<file path="config.mk">
export PLATFORM = sky130hd
export DESIGN_NAME = idfl_ctrl
export DESIGN_NICKNAME = d
export VERILOG_FILES = /design/src/rtl/idfl_pkg.sv /design/src/rtl/idfl_ctrl.sv
export SDC_FILE = /design/constraint.sdc
export NUM_CORES = 1
export LEC_CHECK = 0
export BUFFER_PORTS_ARGS = -buffer_cell sky130_fd_sc_hd__clkbuf_2
export CORE_AREA = 5 5 47 49
export DETAILED_ROUTE_END_ITERATION = 8
export DIE_AREA = 0 0 52 54
export PLACE_DENSITY = 0.81
export SETUP_SLACK_MARGIN = 0.15
export SKIP_LAST_GASP = 1
export SLEW_MARGIN = 25
export SYNTH_ARGS = -nofsm -noshare
export SYNTH_HDL_FRONTEND = slang
export SYNTH_SLANG_ARGS = --single-unit
</file>
<file path="constraint.sdc">
create_clock -name clk -period 3.7 [get_ports clk]
set_input_delay 0.37 -clock clk [delete_from_list [all_inputs] [get_ports clk]]
set_output_delay 0.37 -clock clk [all_outputs]
set_load 0.02 [all_outputs]
</file>
<file path="src/rtl/idfl_pkg.sv">
// Package for the free-list id allocator: sizes, link marks, codes and the
// controller/datapath command and status types. No dependencies.
package idfl_pkg;

	localparam int DEPTH     = 1024;
	localparam int IDX_W     = $clog2(DEPTH);
	localparam int CNT_W     = $clog2(DEPTH + 1);
	localparam int LINK_W    = $clog2(DEPTH + 2);
	localparam int ID_W      = 32;
	localparam int ACT_W     = 2;
	localparam int STAT_W    = 3;
	localparam int CFG_IDX_W = 1;

	localparam logic [LINK_W-1:0] LINK_END   = LINK_W'(DEPTH);
	localparam logic [LINK_W-1:0] LINK_TAKEN = LINK_W'(DEPTH + 1);
	localparam logic [ID_W-1:0]   NO_ID      = '1;

	localparam logic [CFG_IDX_W-1:0] REG_MIN_ID = CFG_IDX_W'(0);
	localparam logic [CFG_IDX_W-1:0] REG_MAX_ID = CFG_IDX_W'(1);

	localparam logic [ID_W-1:0] MIN_RST = 32'd0;
	localparam logic [ID_W-1:0] MAX_RST = 32'd1023;
	localparam longint SPAN_RST = longint'(MAX_RST) - longint'(MIN_RST) + 64'sd1;
	localparam longint POOL_RST_L = (MAX_RST < MIN_RST) ? 64'sd0 :
		((SPAN_RST > longint'(DEPTH)) ? longint'(DEPTH) : SPAN_RST);
	localparam logic [CNT_W-1:0] POOL_RST = CNT_W'(POOL_RST_L);

	typedef enum logic [ACT_W-1:0] {
		ACT_ALLOC   = 2'd0,
		ACT_RESERVE = 2'd1,
		ACT_FREE    = 2'd2,
		ACT_QUERY   = 2'd3
	} action_t;

	typedef enum logic [STAT_W-1:0] {
		STS_OK        = 3'd0,
		STS_EXHAUSTED = 3'd1,
		STS_RANGE     = 3'd2,
		STS_NOT_ALLOC = 3'd3,
		STS_TAKEN     = 3'd4
	} status_t;

	typedef enum logic [3:0] {
		OP_NONE,
		OP_SWEEP,
		OP_LATCH,
		OP_CHECK,
		OP_READ,
		OP_EVAL,
		OP_FREE_TAIL,
		OP_FREE_MARK,
		OP_SRCH_RD,
		OP_SRCH_CMP,
		OP_MARK,
		OP_OUT
	} dp_op_t;

	typedef struct packed {
		dp_op_t op;
	} cmd_t;

	typedef struct packed {
		logic    cfg_wr;
		logic    sweep_last;
		action_t action;
		logic    bad;
		logic    rd_taken;
		logic    avail_one;
		logic    head_is_slot;
		logic    slot_zero;
		logic    up_ok;
		logic    hit;
		logic    dir_up;
		logic    ptr_zero;
		logic    ptr_up_end;
		logic    out_busy;
	} sts_t;

endpackage

</file>
<file path="src/rtl/idfl_ctrl.sv">
// Allocator controller: sequences rebuild sweep, request decode, chain walk
// and result hand-off. Depends on idfl_pkg.
module idfl_ctrl (
	input  logic          clk,
	input  logic          arst_n,
	input  logic          in_valid,
	output logic          in_ready,
	input  idfl_pkg::sts_t sts,
	output idfl_pkg::cmd_t cmd
);

	typedef enum logic [10:0] {
		ST_INIT      = 11'b000_0000_0001,
		ST_IDLE      = 11'b000_0000_0010,
		ST_CHECK     = 11'b000_0000_0100,
		ST_READ      = 11'b000_0000_1000,
		ST_EVAL      = 11'b000_0001_0000,
		ST_FREE_TAIL = 11'b000_0010_0000,
		ST_FREE_MARK = 11'b000_0100_0000,
		ST_SRCH_RD   = 11'b000_1000_0000,
		ST_SRCH_CMP  = 11'b001_0000_0000,
		ST_MARK      = 11'b010_0000_0000,
		ST_FIN       = 11'b100_0000_0000
	} state_t;

	state_t state_q, state_d;

	always_ff @(posedge clk or negedge arst_n) begin
		if (!arst_n) begin
			state_q <= ST_INIT;
		end else begin
			state_q <= state_d;
		end
	end

	always_comb begin
		state_d  = state_q;
		cmd.op   = idfl_pkg::OP_NONE;
		in_ready = 1'b0;
		unique case (state_q)
			ST_INIT: begin
				cmd.op = idfl_pkg::OP_SWEEP;
				if (sts.sweep_last) begin
					state_d = ST_IDLE;
				end
			end
			ST_IDLE: begin
				in_ready = 1'b1;
				if (in_valid) begin
					cmd.op  = idfl_pkg::OP_LATCH;
					state_d = ST_CHECK;
				end
			end
			ST_CHECK: begin
				cmd.op  = idfl_pkg::OP_CHECK;
				state_d = ST_READ;
			end
			ST_READ: begin
				cmd.op  = idfl_pkg::OP_READ;
				state_d = sts.bad ? ST_FIN : ST_EVAL;
			end
			ST_EVAL: begin
				cmd.op = idfl_pkg::OP_EVAL;
				unique case (sts.action)
					idfl_pkg::ACT_ALLOC,
					idfl_pkg::ACT_QUERY: state_d = ST_FIN;
					idfl_pkg::ACT_FREE: state_d = sts.rd_taken ? ST_FREE_TAIL : ST_FIN;
					idfl_pkg::ACT_RESERVE: begin
						if (sts.rd_taken) begin
							state_d = ST_FIN;
						end else if (sts.avail_one || sts.head_is_slot) begin
							state_d = ST_MARK;
						end else if (!sts.slot_zero || sts.up_ok) begin
							state_d = ST_SRCH_RD;
						end else begin
							state_d = ST_MARK;
						end
					end
					default: state_d = ST_FIN;
				endcase
			end
			ST_FREE_TAIL: begin
				cmd.op  = idfl_pkg::OP_FREE_TAIL;
				state_d = ST_FREE_MARK;
			end
			ST_FREE_MARK: begin
				cmd.op  = idfl_pkg::OP_FREE_MARK;
				state_d = ST_FIN;
			end
			ST_SRCH_RD: begin
				cmd.op  = idfl_pkg::OP_SRCH_RD;
				state_d = ST_SRCH_CMP;
			end
			ST_SRCH_CMP: begin
				cmd.op = idfl_pkg::OP_SRCH_CMP;
				if (sts.hit) begin
					state_d = ST_MARK;
				end else if (!sts.dir_up) begin
					state_d = (!sts.ptr_zero || sts.up_ok) ? ST_SRCH_RD : ST_MARK;
				end else begin
					state_d = sts.ptr_up_end ? ST_MARK : ST_SRCH_RD;
				end
			end
			ST_MARK: begin
				cmd.op  = idfl_pkg::OP_MARK;
				state_d = ST_FIN;
			end
			ST_FIN: begin
				if (!sts.out_busy) begin
					cmd.op  = idfl_pkg::OP_OUT;
					state_d = ST_IDLE;
				end
			end
			default: state_d = ST_INIT;
		endcase
		if (sts.cfg_wr) begin
			state_d = ST_INIT;
		end
	end

endmodule

</file>
# Yosys cells after proc, flatten, opt, wreduce, memory -nomap -nowiden
# Index checks and enable logic that the tools add are counted.
# W data, S select, Z words.
# classes
eq_ne	17
n_mux	19
reduce_logical	9
# op_table
cell	n
$pmux W11 S10	1
$mux W11	7
$mux W10	6
$pmux W4 S11	1
$pmux W11 S3	1
$eq A11 B1 Y1 const B	1
$eq A11 B10 Y1 const B	1
$eq A11 B11 Y1 const B	1
$eq A11 B2 Y1 const B	1
$eq A11 B3 Y1 const B	1
$eq A11 B4 Y1 const B	1
$eq A11 B5 Y1 const B	1
$eq A11 B6 Y1 const B	1
$eq A11 B7 Y1 const B	1
$eq A11 B8 Y1 const B	1
$eq A11 B9 Y1 const B	1
$ne A3 B3 Y1 const B	3
$eq A2 B2 Y1 const B	2
$mux W4	1
$reduce_or A2 Y1	2
$logic_or A1 B1 Y1	3
$reduce_and A3 Y1	1
$eq A2 B1 Y1 const B	1
$logic_not A1 Y1	2
3 further kinds	3
# word_totals
in_bits	18
out_inout_bits	5
ff_bits	11

# Logic depth before layout (Yosys ltp)
# Gate-level depths: netlist (run 1).
# depth
depth_word	8
depth_mapped	6
mapped_depth_nobuf	6

# Worst setup path before layout (run 1)
# OpenSTA, ideal clock, no wires.
# synth_timing
path_type	register -> output
from	register state_q[5]
to	output cmd[1] (netlist bit)
t_required_ns	3.330
arrival_time_ns	1.952
setup_slack_ns	1.378
stages_incl_launch_ff	6
path_cell_list	dfrtp_1 buf_6 or4_4 nor4_2 nand2_1 nand4_1
# synth_lines
element	line	text
start, declared	idfl_ctrl.sv:26	state_t state_q, state_d;
start signal, assigned	idfl_ctrl.sv:32	state_q <= state_d;
end, declared	idfl_ctrl.sv:9	output idfl_pkg::cmd_t cmd

==> qor.yml, run 1 <==
run_status:
  status: "complete, no violations"
sta:
  finalClockSkew_ps: 8.94
  rsz0062_at_grt: "no"
  fmax_mhz: 391
  fin_setup_tns_ps: 0
  relSlewSlack_pct: 56.5
  worstMarginPinSlew_ps: 644
  drv_slew: 0
  hold_slack_ps: 269
  finalCritPeriodShare_pct: 69.1
  hold_violations: 0
  setup_viol: 0
  post-route-min-period_ps: 2560
clocking:
  cts_setup_buffers: 0
  clk_latency_ps: 290
  clock_sinks: 11
  numCtsBuffers: 3
  cts_tree: "done"
  cts_max_level: 1
  clockBufferDepth: 2
  clkTransAtPathRegs_ps: 70
  cts-root-buf: "clkbuf_4"
logic_synthesis:
  ys_warn_count: 0
  yosys.cell_types.count: 42
  ys_ff_latch: 11
  avgSynthCellArea_sq_um: 8.37
  synth_area_leaders: "dfrtp_1, nor3_1, nor4b_1"
  yosysTopAreaCellShare_pct: 26.7
  synth.net_count: 132
  syn-instance-count: 112
  yosys.area.top_type: "dfrtp_1"
  netlist_area_sq_um: 937
  seq_area_frac_synth_pct: 29.5
place:
  hpwl_mm: 1.78
  port_buffers: 22
  place.gp.congestion: 0.861
  place_area_sq_um: 1030
grt:
  antenna_found_initial: 0
  overflow: 0
  grt_pass1_vias: 872
  grt_usage_pct: 17.9
  grt_max_degree: 12
  grt_pass1_wl_mm: 3.73
critical_path:
  crit_required_ps: 3330
  max_stage_delay_ps: 610
  crit_path_start_kind: "flip-flop"
  crit_chain: "or4_4, or4_1, a21oi_1, clkbuf_2"
  timing.critical_path.to_type: "output pin"
  crit_slowest_cell: "or4_4"
  critPathKind: "reg2out"
  critPathMaxFanout: 9
  r2r_slack_ps: 1850
  cp_data_arrival_time_ps: 2190
power:
  internal_power_mw: 0.198
  combPwrFrac_pct: 23.6
  power.switching_mw: 0.0957
  power_mw: 0.294
  ir_worst_vdd_mv: 0.218
  powerDensity_nw_per_um2: 276
  clkPwrFrac_pct: 30.2
  p_leak_nw: 0.460
  swShare_pct: 32.6
  power_frac_seq_pct: 46.2
cells_and_area:
  mostFrequentLayoutCells: "clkbuf_2, dfrtp_1, nand2_1"
  largest_reg_flops: 11
  fin_util_pct: 58.5
  reg.largest.list: "state_q: 11 flops"
  largest_register: "state_q"
  layout_commonest_cell: "clkbuf_2"
  antenna_cells: 0
  fill_cells: 171
  drive_gt1_share_pct: 25.4
  postLayoutCellArea_sq_um: 1070
  fin_nets: 151
  areaGrowthSynthToFinish_pct: 13.8
routing:
  wl_met3_um: 163
  first_pass_iters: 4
  vias: 965
  vias_per_cell: 6.15
  wl_per_cell_um: 14.5
  ant_nets: 0
  wl_met1_mm: 1.03
  first_iter_violations: 39
  wl_met2_mm: 1.02
  top_layer: "met4"
  drc: 0
  drt_wl_total_mm: 2.28
flow_run:
  maxCapViolCount: 0
floorplan:
  rows: 16
  chipWidth_um: 52
  core_region_area_sq_um: 1820
  num_io_pins: 23
  chipHeight_um: 54
  initial_core_util_pct: 51.4
  die-area_sq_um: 2810
min_path:
  hp-class: "in2reg"
[kinds of logic (layout without fill, tap and decap cells)]
family                   count (synthesis)  in the layout  share of synthesized area [%]
AO/OA/AOI/OAI                           23             23                           17.0
XOR/XNOR                                 3              3                           2.80
adder cells (fa/ha/maj)                  2              2                           2.67
buffers and inverters                   16             34                           8.28
flip-flops                              11             11                           29.5
multiplexers                             1              1                           1.07
AND/OR/NAND/NOR                         56             56                           38.7
[Yosys cell counts]
master     instances
nand3_1            3
a211oi_1           3
nor3_1             7
buf_2              2
o22a_1             1
or3_1              3
nor2_1             7
inv_1              7
nor4b_1            4
o21ai_0            4
nand4_1            4
nor2b_1            1
o311ai_0           1
a31oi_1            1
o2111ai_1          3
mux2i_1            1
nand2b_1           5
or4_1              2
ha_1               2
or4b_2             1
or4_4              2
a21boi_0           1
nor4_4             1
dfstp_2            1
o22ai_1            1
a2111o_1           1
nor4_2             2
nor4_1             2
o21a_1             1
a21oi_1            5
nor3b_1            1
buf_1              1
clkbuf_1           4
buf_6              2
and4_1             1
or3b_2             1
nand4b_1           1
dfrtp_1           10
nand2_1            8
a32oi_1            1
xor2_1             2
xnor2_1            1
[power groups by stage]
stage | clock network, mW | logic, mW | registers (mW)
finish | 0.0887 | 0.0694 | 0.136
detailed placement | 0 | 0.0682 | 0.138
CTS | 0.0893 | 0.0693 | 0.135
floorplan | 0 | 0.0518 | 0.131
global placement | 0 | 0.0672 | 0.137
global route | 0.0960 | 0.0764 | 0.136
[layer usage]
| metal | global-route usage, % | vias up |
|---|---|---|
| met5 | 0 | - |
| met4 | 11.8 | 0 |
| met3 | 2.77 | 8 |
| met2 | 27.2 | 49 |
| met1 | 23.4 | 448 |
| li1 | - | 460 |
[repair_timing]
action | CTS | global route
resized for setup | 0 | 0
hold endpoints to repair | 10 | 0
hold buffers | 1 | 0
[area by class of cell]
| cell class | instances | area, sq um | area share [%] |
|---|---|---|---|
| Clock buffer | 4 | 26.3 | 2.46 |
| Tap cell | 27 | 33.8 | 3.17 |
| Multi-Input combinational cell | 85 | 583 | 54.7 |
| Inverter | 7 | 26.3 | 2.46 |
| Timing Repair Buffer | 23 | 120 | 11.3 |
| Sequential cell | 11 | 277 | 25.9 |
[worst max-delay path: cells and delay by family, from the launching register on]
kind	cells	cell delay [ps]
compound gates	1	150
flops	1	470
simple gates	2	1100
buf+inv	1	180
[through the flow]
stage,setup slack [ps],cells
2_1_floorplan,1380,112
3_3_place_gp,1490,152
3_5_place_dp,1460,152
4_1_cts,1140,157
5_1_grt,1050,157
6_report,1140,157
[worst paths after layout]
| kind | depth (start not counted) | startpoint | endpoint |
|---|---|---|---|
| setup / recovery | 4 | state_q[5] | cmd[3] |
| hold / removal | 2 | sts[10] | state_q[4] |
| setup reg to reg | 4 | state_q[3] | state_q[0] |
| hold reg to reg | 1 | state_q[7] | state_q[8] |
| max in group asynchronous | 2 | arst_n | state_q[0] |
| min in group asynchronous | 2 | arst_n | state_q[3] |
No activity file was read; power rests on OpenSTA's default activity.
==> run 2: changes to the inputs <==
Settings changed: CORE_AREA 5 5 47 49 to 5 5 49 51, DIE_AREA 0 0 52 54 to 0 0 54 56, PLACE_DENSITY 0.81 to 0.75.
Clock period 3.7 ns to 2.55 ns, I/O delays scaled along.
==> run 2 against run 1 <==
Against the previous run:
- count of clock-buffer cells in the layout unchanged
- worst hold slack worse by 93 ps
- clock power up 38%
- cell area up 6.1%
- flip-flop and latch count unchanged
- via count up 0.83%
- cell count up 2.5%
- setup slack worse by 1000 ps
- total power up 44%
- wire length up 5.5%
- core utilization up 0.96 points
- critical path type unchanged
- highest routed layer unchanged
==> qor.yml, run 2 (synthesis gave the netlist of run 1 again) <==
routing:
  first_iter_violations: 28  # was 39
  ant_nets: 0  # unchanged
  vias: 973  # was 965
  drt_wl_total_mm: 2.41  # was 2.28 mm
  first_pass_iters: 4  # unchanged
  wl_per_cell_um: 15.0  # was 14.5 um
  drc: 0  # unchanged
  vias_per_cell: 6.04  # was 6.15
grt:
  overflow: 0  # unchanged
  grt_max_degree: 12  # unchanged
  grt_util_met2_pct: 24.9  # was 27.2%
  grt_pass1_wl_mm: 4.06  # was 3.73 mm
  busiest_layer: "met1"  # was met2
  grt_usage_pct: 17.6  # was 17.9%
  met1_usage_pct: 25.5  # was 23.4%
  grt_pass1_vias: 908  # was 872
  use_met3_pct: 2.95  # was 2.77%
  antenna_found_initial: 0  # unchanged
clocking:
  cts-root-buf: "clkbuf_4"  # unchanged
  clock_sinks: 11  # unchanged
  cts_tree: "done"  # unchanged
  clkTransAtPathRegs_ps: 70  # about the same
  clockBufferDepth: 2  # unchanged
  numCtsBuffers: 3  # unchanged
  cts_max_level: 1  # unchanged
  clk_latency_ps: 270  # was 290 ps
floorplan:
  rows: 16  # unchanged
  num_io_pins: 23  # unchanged
  chipWidth_um: 54  # was 52 um
  initial_core_util_pct: 49.3  # was 51.4%
  chipHeight_um: 56  # was 54 um
  core_region_area_sq_um: 1900  # was 1820 sq um
  die-area_sq_um: 3020  # was 2810 sq um
cells_and_area:
  reg.largest.list: "state_q: 11 flops"  # unchanged
  largest_register: "state_q"  # unchanged
  multi_input_area_sq_um: 608  # was 583 sq um
  fin_nets: 155  # was 151
  layout_commonest_cell: "clkbuf_2"  # unchanged
  mostFrequentLayoutCells: "clkbuf_2, nand2_1, inv_1, nor2_1"  # was clkbuf_2, dfrtp_1, nand2_1
  fin_util_pct: 59.5  # was 58.5%
  seqCellArea_sq_um: 284  # was 277 sq um
  areaGrowthSynthToFinish_pct: 20.7  # was 13.8%
  largest_reg_flops: 11  # unchanged
  antenna_cells: 0  # unchanged
  final_cells: 161  # was 157
  postLayoutCellArea_sq_um: 1130  # was 1070 sq um
  drive_gt1_share_pct: 34.3  # was 25.4%
  fill_cells: 166  # was 171
min_path:
  hp-class: "in2reg"  # unchanged
critical_path:
  critPathMaxFanout: 5  # was 9
  critPathKind: "reg2out"  # unchanged
  crit_path_start_kind: "flip-flop"  # unchanged
  timing.critical_path.to_type: "output pin"  # unchanged
  cp_data_arrival_time_ps: 2170  # was 2190 ps
  crit_required_ps: 2300  # was 3330 ps
sta:
  hold_slack_ps: 176  # was 269 ps
  finalClockSkew_ps: 9.08  # was 8.94 ps
  fin_setup_tns_ps: 0  # unchanged
  post-route-min-period_ps: 2420
  hold_violations: 0  # unchanged
  worstMarginPinSlew_ps: 578  # was 644 ps
  setup_viol: 0  # unchanged
  fmax_mhz: 413
  relSlewSlack_pct: 61.0  # was 56.5%
  drv_slew: 0  # unchanged
  setup_slack_ps: 128  # was 1140 ps
  rsz0062_at_grt: "yes"  # was no
  finalCritPeriodShare_pct: 95.0
place:
  dp.cells: 153  # was 152
  port_buffers: 22  # unchanged
  preCtsSetupSlack_ps: 424  # was 1460 ps
  place_area_sq_um: 1040  # was 1030 sq um
  place.gp.congestion: 0.891  # was 0.861
  hpwl_mm: 1.84  # was 1.78 mm
power:
  powerDensity_nw_per_um2: 374  # was 276 nW/um^2
  power_mw: 0.423  # was 0.294 mW
  p_leak_nw: 0.477  # was 0.460 nW
  ir_worst_vdd_mv: 0.271  # was 0.218 mV
flow_run:
  maxCapViolCount: 0  # unchanged
run_status:
  status: "complete, no violations"  # unchanged
[run 2: changes by cell type in the layout (fill, tap and decap cells not counted), sizes merged]
| cell | change |
|---|---|
| buf | +5 |
| clkbuf | -1 |
[run 2: worst paths after layout]
kind	startpoint	endpoint	slack (ps)	depth (start not counted)
min in group asynchronous	arst_n	state_q[2]	400	2
min	sts[10]	state_q[4]	180	2
max reg2reg	state_q[5]	state_q[0]	650	5
max in group asynchronous	arst_n	state_q[0]	1880	2
max	state_q[4]	cmd[1]	130	5
min reg2reg	state_q[3]	state_q[3]	670	2
[run 2: what timing repair did]
item | CTS | global route
resized for setup | 2 | 10
hold endpoints to repair | 10 | 0
hold buffers | 1 | 0
buffers inserted | 1 | 2
endpoints found under the setup margin | 1 | 4
[run 2: metal layers]
| metal | vias up | share of wire (%) |
|---|---|---|
| li1 | 466 | - |
| met1 | 462 | 45 |
| met2 | 39 | 47 |
| met3 | 6 | 6.1 |
| met4 | 0 | 1.9 |
| met5 | - | 0 |
[run 2: worst max-delay path, stage by stage, from the launching register on]
cell and delay [ps]:
dfrtp_2 430, or4_4 580, nor4b_1 340, o21ai_0 230
nand4_1 140, clkbuf_2 170
[run 2: layout make-up]
class | instances | area share [%]
clock buffer | 4 | 2.32
inverter | 7 | 2.32
timing repair buffer | 27 | 13.5
multi-input combinational | 85 | 53.8
sequential | 11 | 25.1
tap | 27 | 2.99
[run 2: where the power goes]
group / leakage [nW] / switching [mW] / internal (mW)
registers: 0.139 / 0.0147 / 0.182
clock network: 0.0150 / 0.0618 / 0.0606
logic: 0.322 / 0.0582 / 0.0459
==> run 3: changes to the inputs <==
Settings changed: BUFFER_PORTS_ARGS -buffer_cell sky130_fd_sc_hd__clkbuf_2 to default, CORE_AREA 5 5 49 51 to 5 5 46 48, DIE_AREA 0 0 54 56 to 0 0 51 53, DONT_BUFFER_PORTS from default to 1, PLACE_DENSITY 0.75 to 0.73.
==> run 3 against run 2 <==
Against the previous run:
- first-iteration DRC count did not move
- cell count fell by 20%
- clock skew fell by 3.0 ps
- critical endpoint is now cmd[2]
- core utilization rose by 0.30 points
- critical path depth fell by 2
- worst hold slack got worse by 150 ps
- wire length rose by 2.1%
- sequential power barely moved
- register-to-register slack got worse by 220 ps
- total power fell by 3.6%
- flip-flop and latch count did not move
==> qor.yml, run 3 (synthesis gave the netlist of run 1 again) <==
run_status:
  status: "complete, no violations"  # unchanged
sta:
  relSlewSlack_pct: 60.2  # was 61.0%
  rsz0062_at_grt: "no"  # was yes
  finalCritPeriodShare_pct: 91.6  # was 95.0%
  worstMarginPinSlew_ps: 589  # was 578 ps
  hold_slack_ps: 29.8  # was 176 ps
  finalClockSkew_ps: 6.06  # was 9.08 ps
  hold_violations: 0  # unchanged
  fmax_mhz: 428  # was 413 MHz
  setup_viol: 0  # unchanged
  fin_setup_tns_ps: 0  # unchanged
  drv_slew: 0  # unchanged
  post-route-min-period_ps: 2340  # was 2420 ps
cells_and_area:
  fin_nets: 133  # was 155
  mostFrequentLayoutCells: "nand2_1, inv_1, nor2_1, dfrtp_1, nor3_1"  # was clkbuf_2, nand2_1, inv_1, nor2_1
  areaGrowthSynthToFinish_pct: 6.54  # was 20.7%
  seqCellArea_sq_um: 280  # was 284 sq um
  antenna_cells: 0  # unchanged
  fill_cells: 149  # was 166
  layout_commonest_cell: "nand2_1"  # was clkbuf_2
  largest_reg_flops: 11  # unchanged
  postLayoutCellArea_sq_um: 998  # was 1130 sq um
  multi_input_area_sq_um: 604  # was 608 sq um
  drive_gt1_share_pct: 18.8  # was 34.3%
  reg.largest.list: "state_q: 11 flops"  # unchanged
  largest_register: "state_q"  # unchanged
critical_path:
  crit_start: "state_q[3]"  # was state_q[4]
  cp_data_arrival_time_ps: 2080  # was 2170 ps
  crit_path_start_kind: "flip-flop"  # unchanged
  crit_required_ps: 2300  # about the same
  r2r_slack_ps: 430  # was 650 ps
  critPathKind: "reg2out"  # unchanged
  r2r-start: "state_q[3]"  # was state_q[5]
  critPathMaxFanout: 6  # was 5
  timing.critical_path.to_type: "output pin"  # unchanged
routing:
  first_iter_violations: 28  # unchanged
  wl_met1_mm: 1.03  # was 1.08 mm
  vias: 908  # was 973
  drc: 0  # unchanged
  first_pass_iters: 4  # unchanged
  top_layer: "met4"  # unchanged
  vias_per_cell: 7.04  # was 6.04
  drt_wl_total_mm: 2.46  # was 2.41 mm
  wl_per_cell_um: 19.1  # was 15.0 um
  wl_met2_mm: 1.22  # was 1.14 mm
  ant_nets: 0  # unchanged
  wl_met3_um: 193  # was 147 um
clocking:
  clockBufferDepth: 2  # unchanged
  clk_latency_ps: 280  # was 270 ps
  numCtsBuffers: 3  # unchanged
  clock_sinks: 11  # unchanged
  cts-root-buf: "clkbuf_4"  # unchanged
  cts_max_level: 1  # unchanged
  cts_tree: "done"  # unchanged
  clkTransAtPathRegs_ps: 80  # was 70 ps
floorplan:
  die-area_sq_um: 2700  # was 3020 sq um
  initial_core_util_pct: 56.1  # was 49.3%
  rows: 15  # was 16
  num_io_pins: 23  # unchanged
  chipHeight_um: 53  # was 56 um
  core_region_area_sq_um: 1670  # was 1900 sq um
  chipWidth_um: 51  # was 54 um
grt:
  overflow: 0  # unchanged
  grt_usage_pct: 19.8  # was 17.6%
  grt_pass1_wl_mm: 4.02  # was 4.06 mm
  grt_max_degree: 12  # unchanged
  grt_pass1_vias: 911  # was 908
  antenna_found_initial: 0  # unchanged
flow_run:
  maxCapViolCount: 0  # unchanged
power:
  ir_worst_vdd_mv: 0.290  # was 0.271 mV
  p_leak_nw: 0.390  # was 0.477 nW
  powerDensity_nw_per_um2: 408  # was 374 nW/um^2
min_path:
  hp-class: "in2reg"  # unchanged
  hold_start: "sts[14]"  # was sts[10]
place:
  place.gp.congestion: 0.906  # was 0.891
  place_area_sq_um: 922  # was 1040 sq um
  hpwl_mm: 1.81  # was 1.84 mm
  port_buffers: 0  # was 22
-- run 3: path summary, 6_finish.rpt --
path                       cells after the start          to
max in group asynchronous                      1  state_q[6]
hold / removal                                 1  state_q[1]
min in group asynchronous                      1  state_q[2]
setup / recovery                               3      cmd[2]
setup reg to reg                               4  state_q[0]
hold reg to reg                                2  state_q[6]
-- run 3: layout make-up --
cell class | count | area share [%]
timing repair buffer | 5 | 4.01
clock buffer | 4 | 2.63
multi-input combinational | 85 | 60.5
sequential | 11 | 28.1
tap | 17 | 2.13
inverter | 7 | 2.63
-- run 3: metal layers --
layer  track usage [%]  vias up
li1                  -      427
met1              24.2      434
met2              33.3       45
met3              5.35        2
met4              7.17        0
met5                 0        -
-- run 3: what timing repair did --
item,CTS,global route
buffers inserted,0,2
hold buffers,1,0
resized for setup,2,5
hold endpoints to repair,11,0
endpoints found under the setup margin,1,2
pin swaps,0,3
gates cloned,0,0
-- run 3: critical path, stage by stage, from the launching register on --
cell      delay (ps)
dfrtp_1          460
or4_4            610
a2111o_1         300
a21oi_1          440
-- run 3: metrics by stage --
| stage | power (mW) | instances | setup WS, ps | utilization, % |
|---|---|---|---|---|
| 2_1_floorplan | 0.265 | 112 | 343 | - |
| 3_3_place_gp | 0.273 | 122 | 448 | 55.2 |
| 3_5_place_dp | 0.276 | 122 | 434 | 55.2 |
| 4_1_cts | 0.403 | 127 | 155 | 57.5 |
| 5_1_grt | 0.435 | 129 | 133 | 59.8 |
| 6_report | 0.408 | 129 | 213 | 59.8 |
-- run 3: power by group --
part | internal (mW) | switching [mW] | total, mW
Clock | 0.0607 | 0.0643 | 0.125
Combinational | 0.0347 | 0.0512 | 0.0859
Sequential | 0.182 | 0.0152 | 0.197
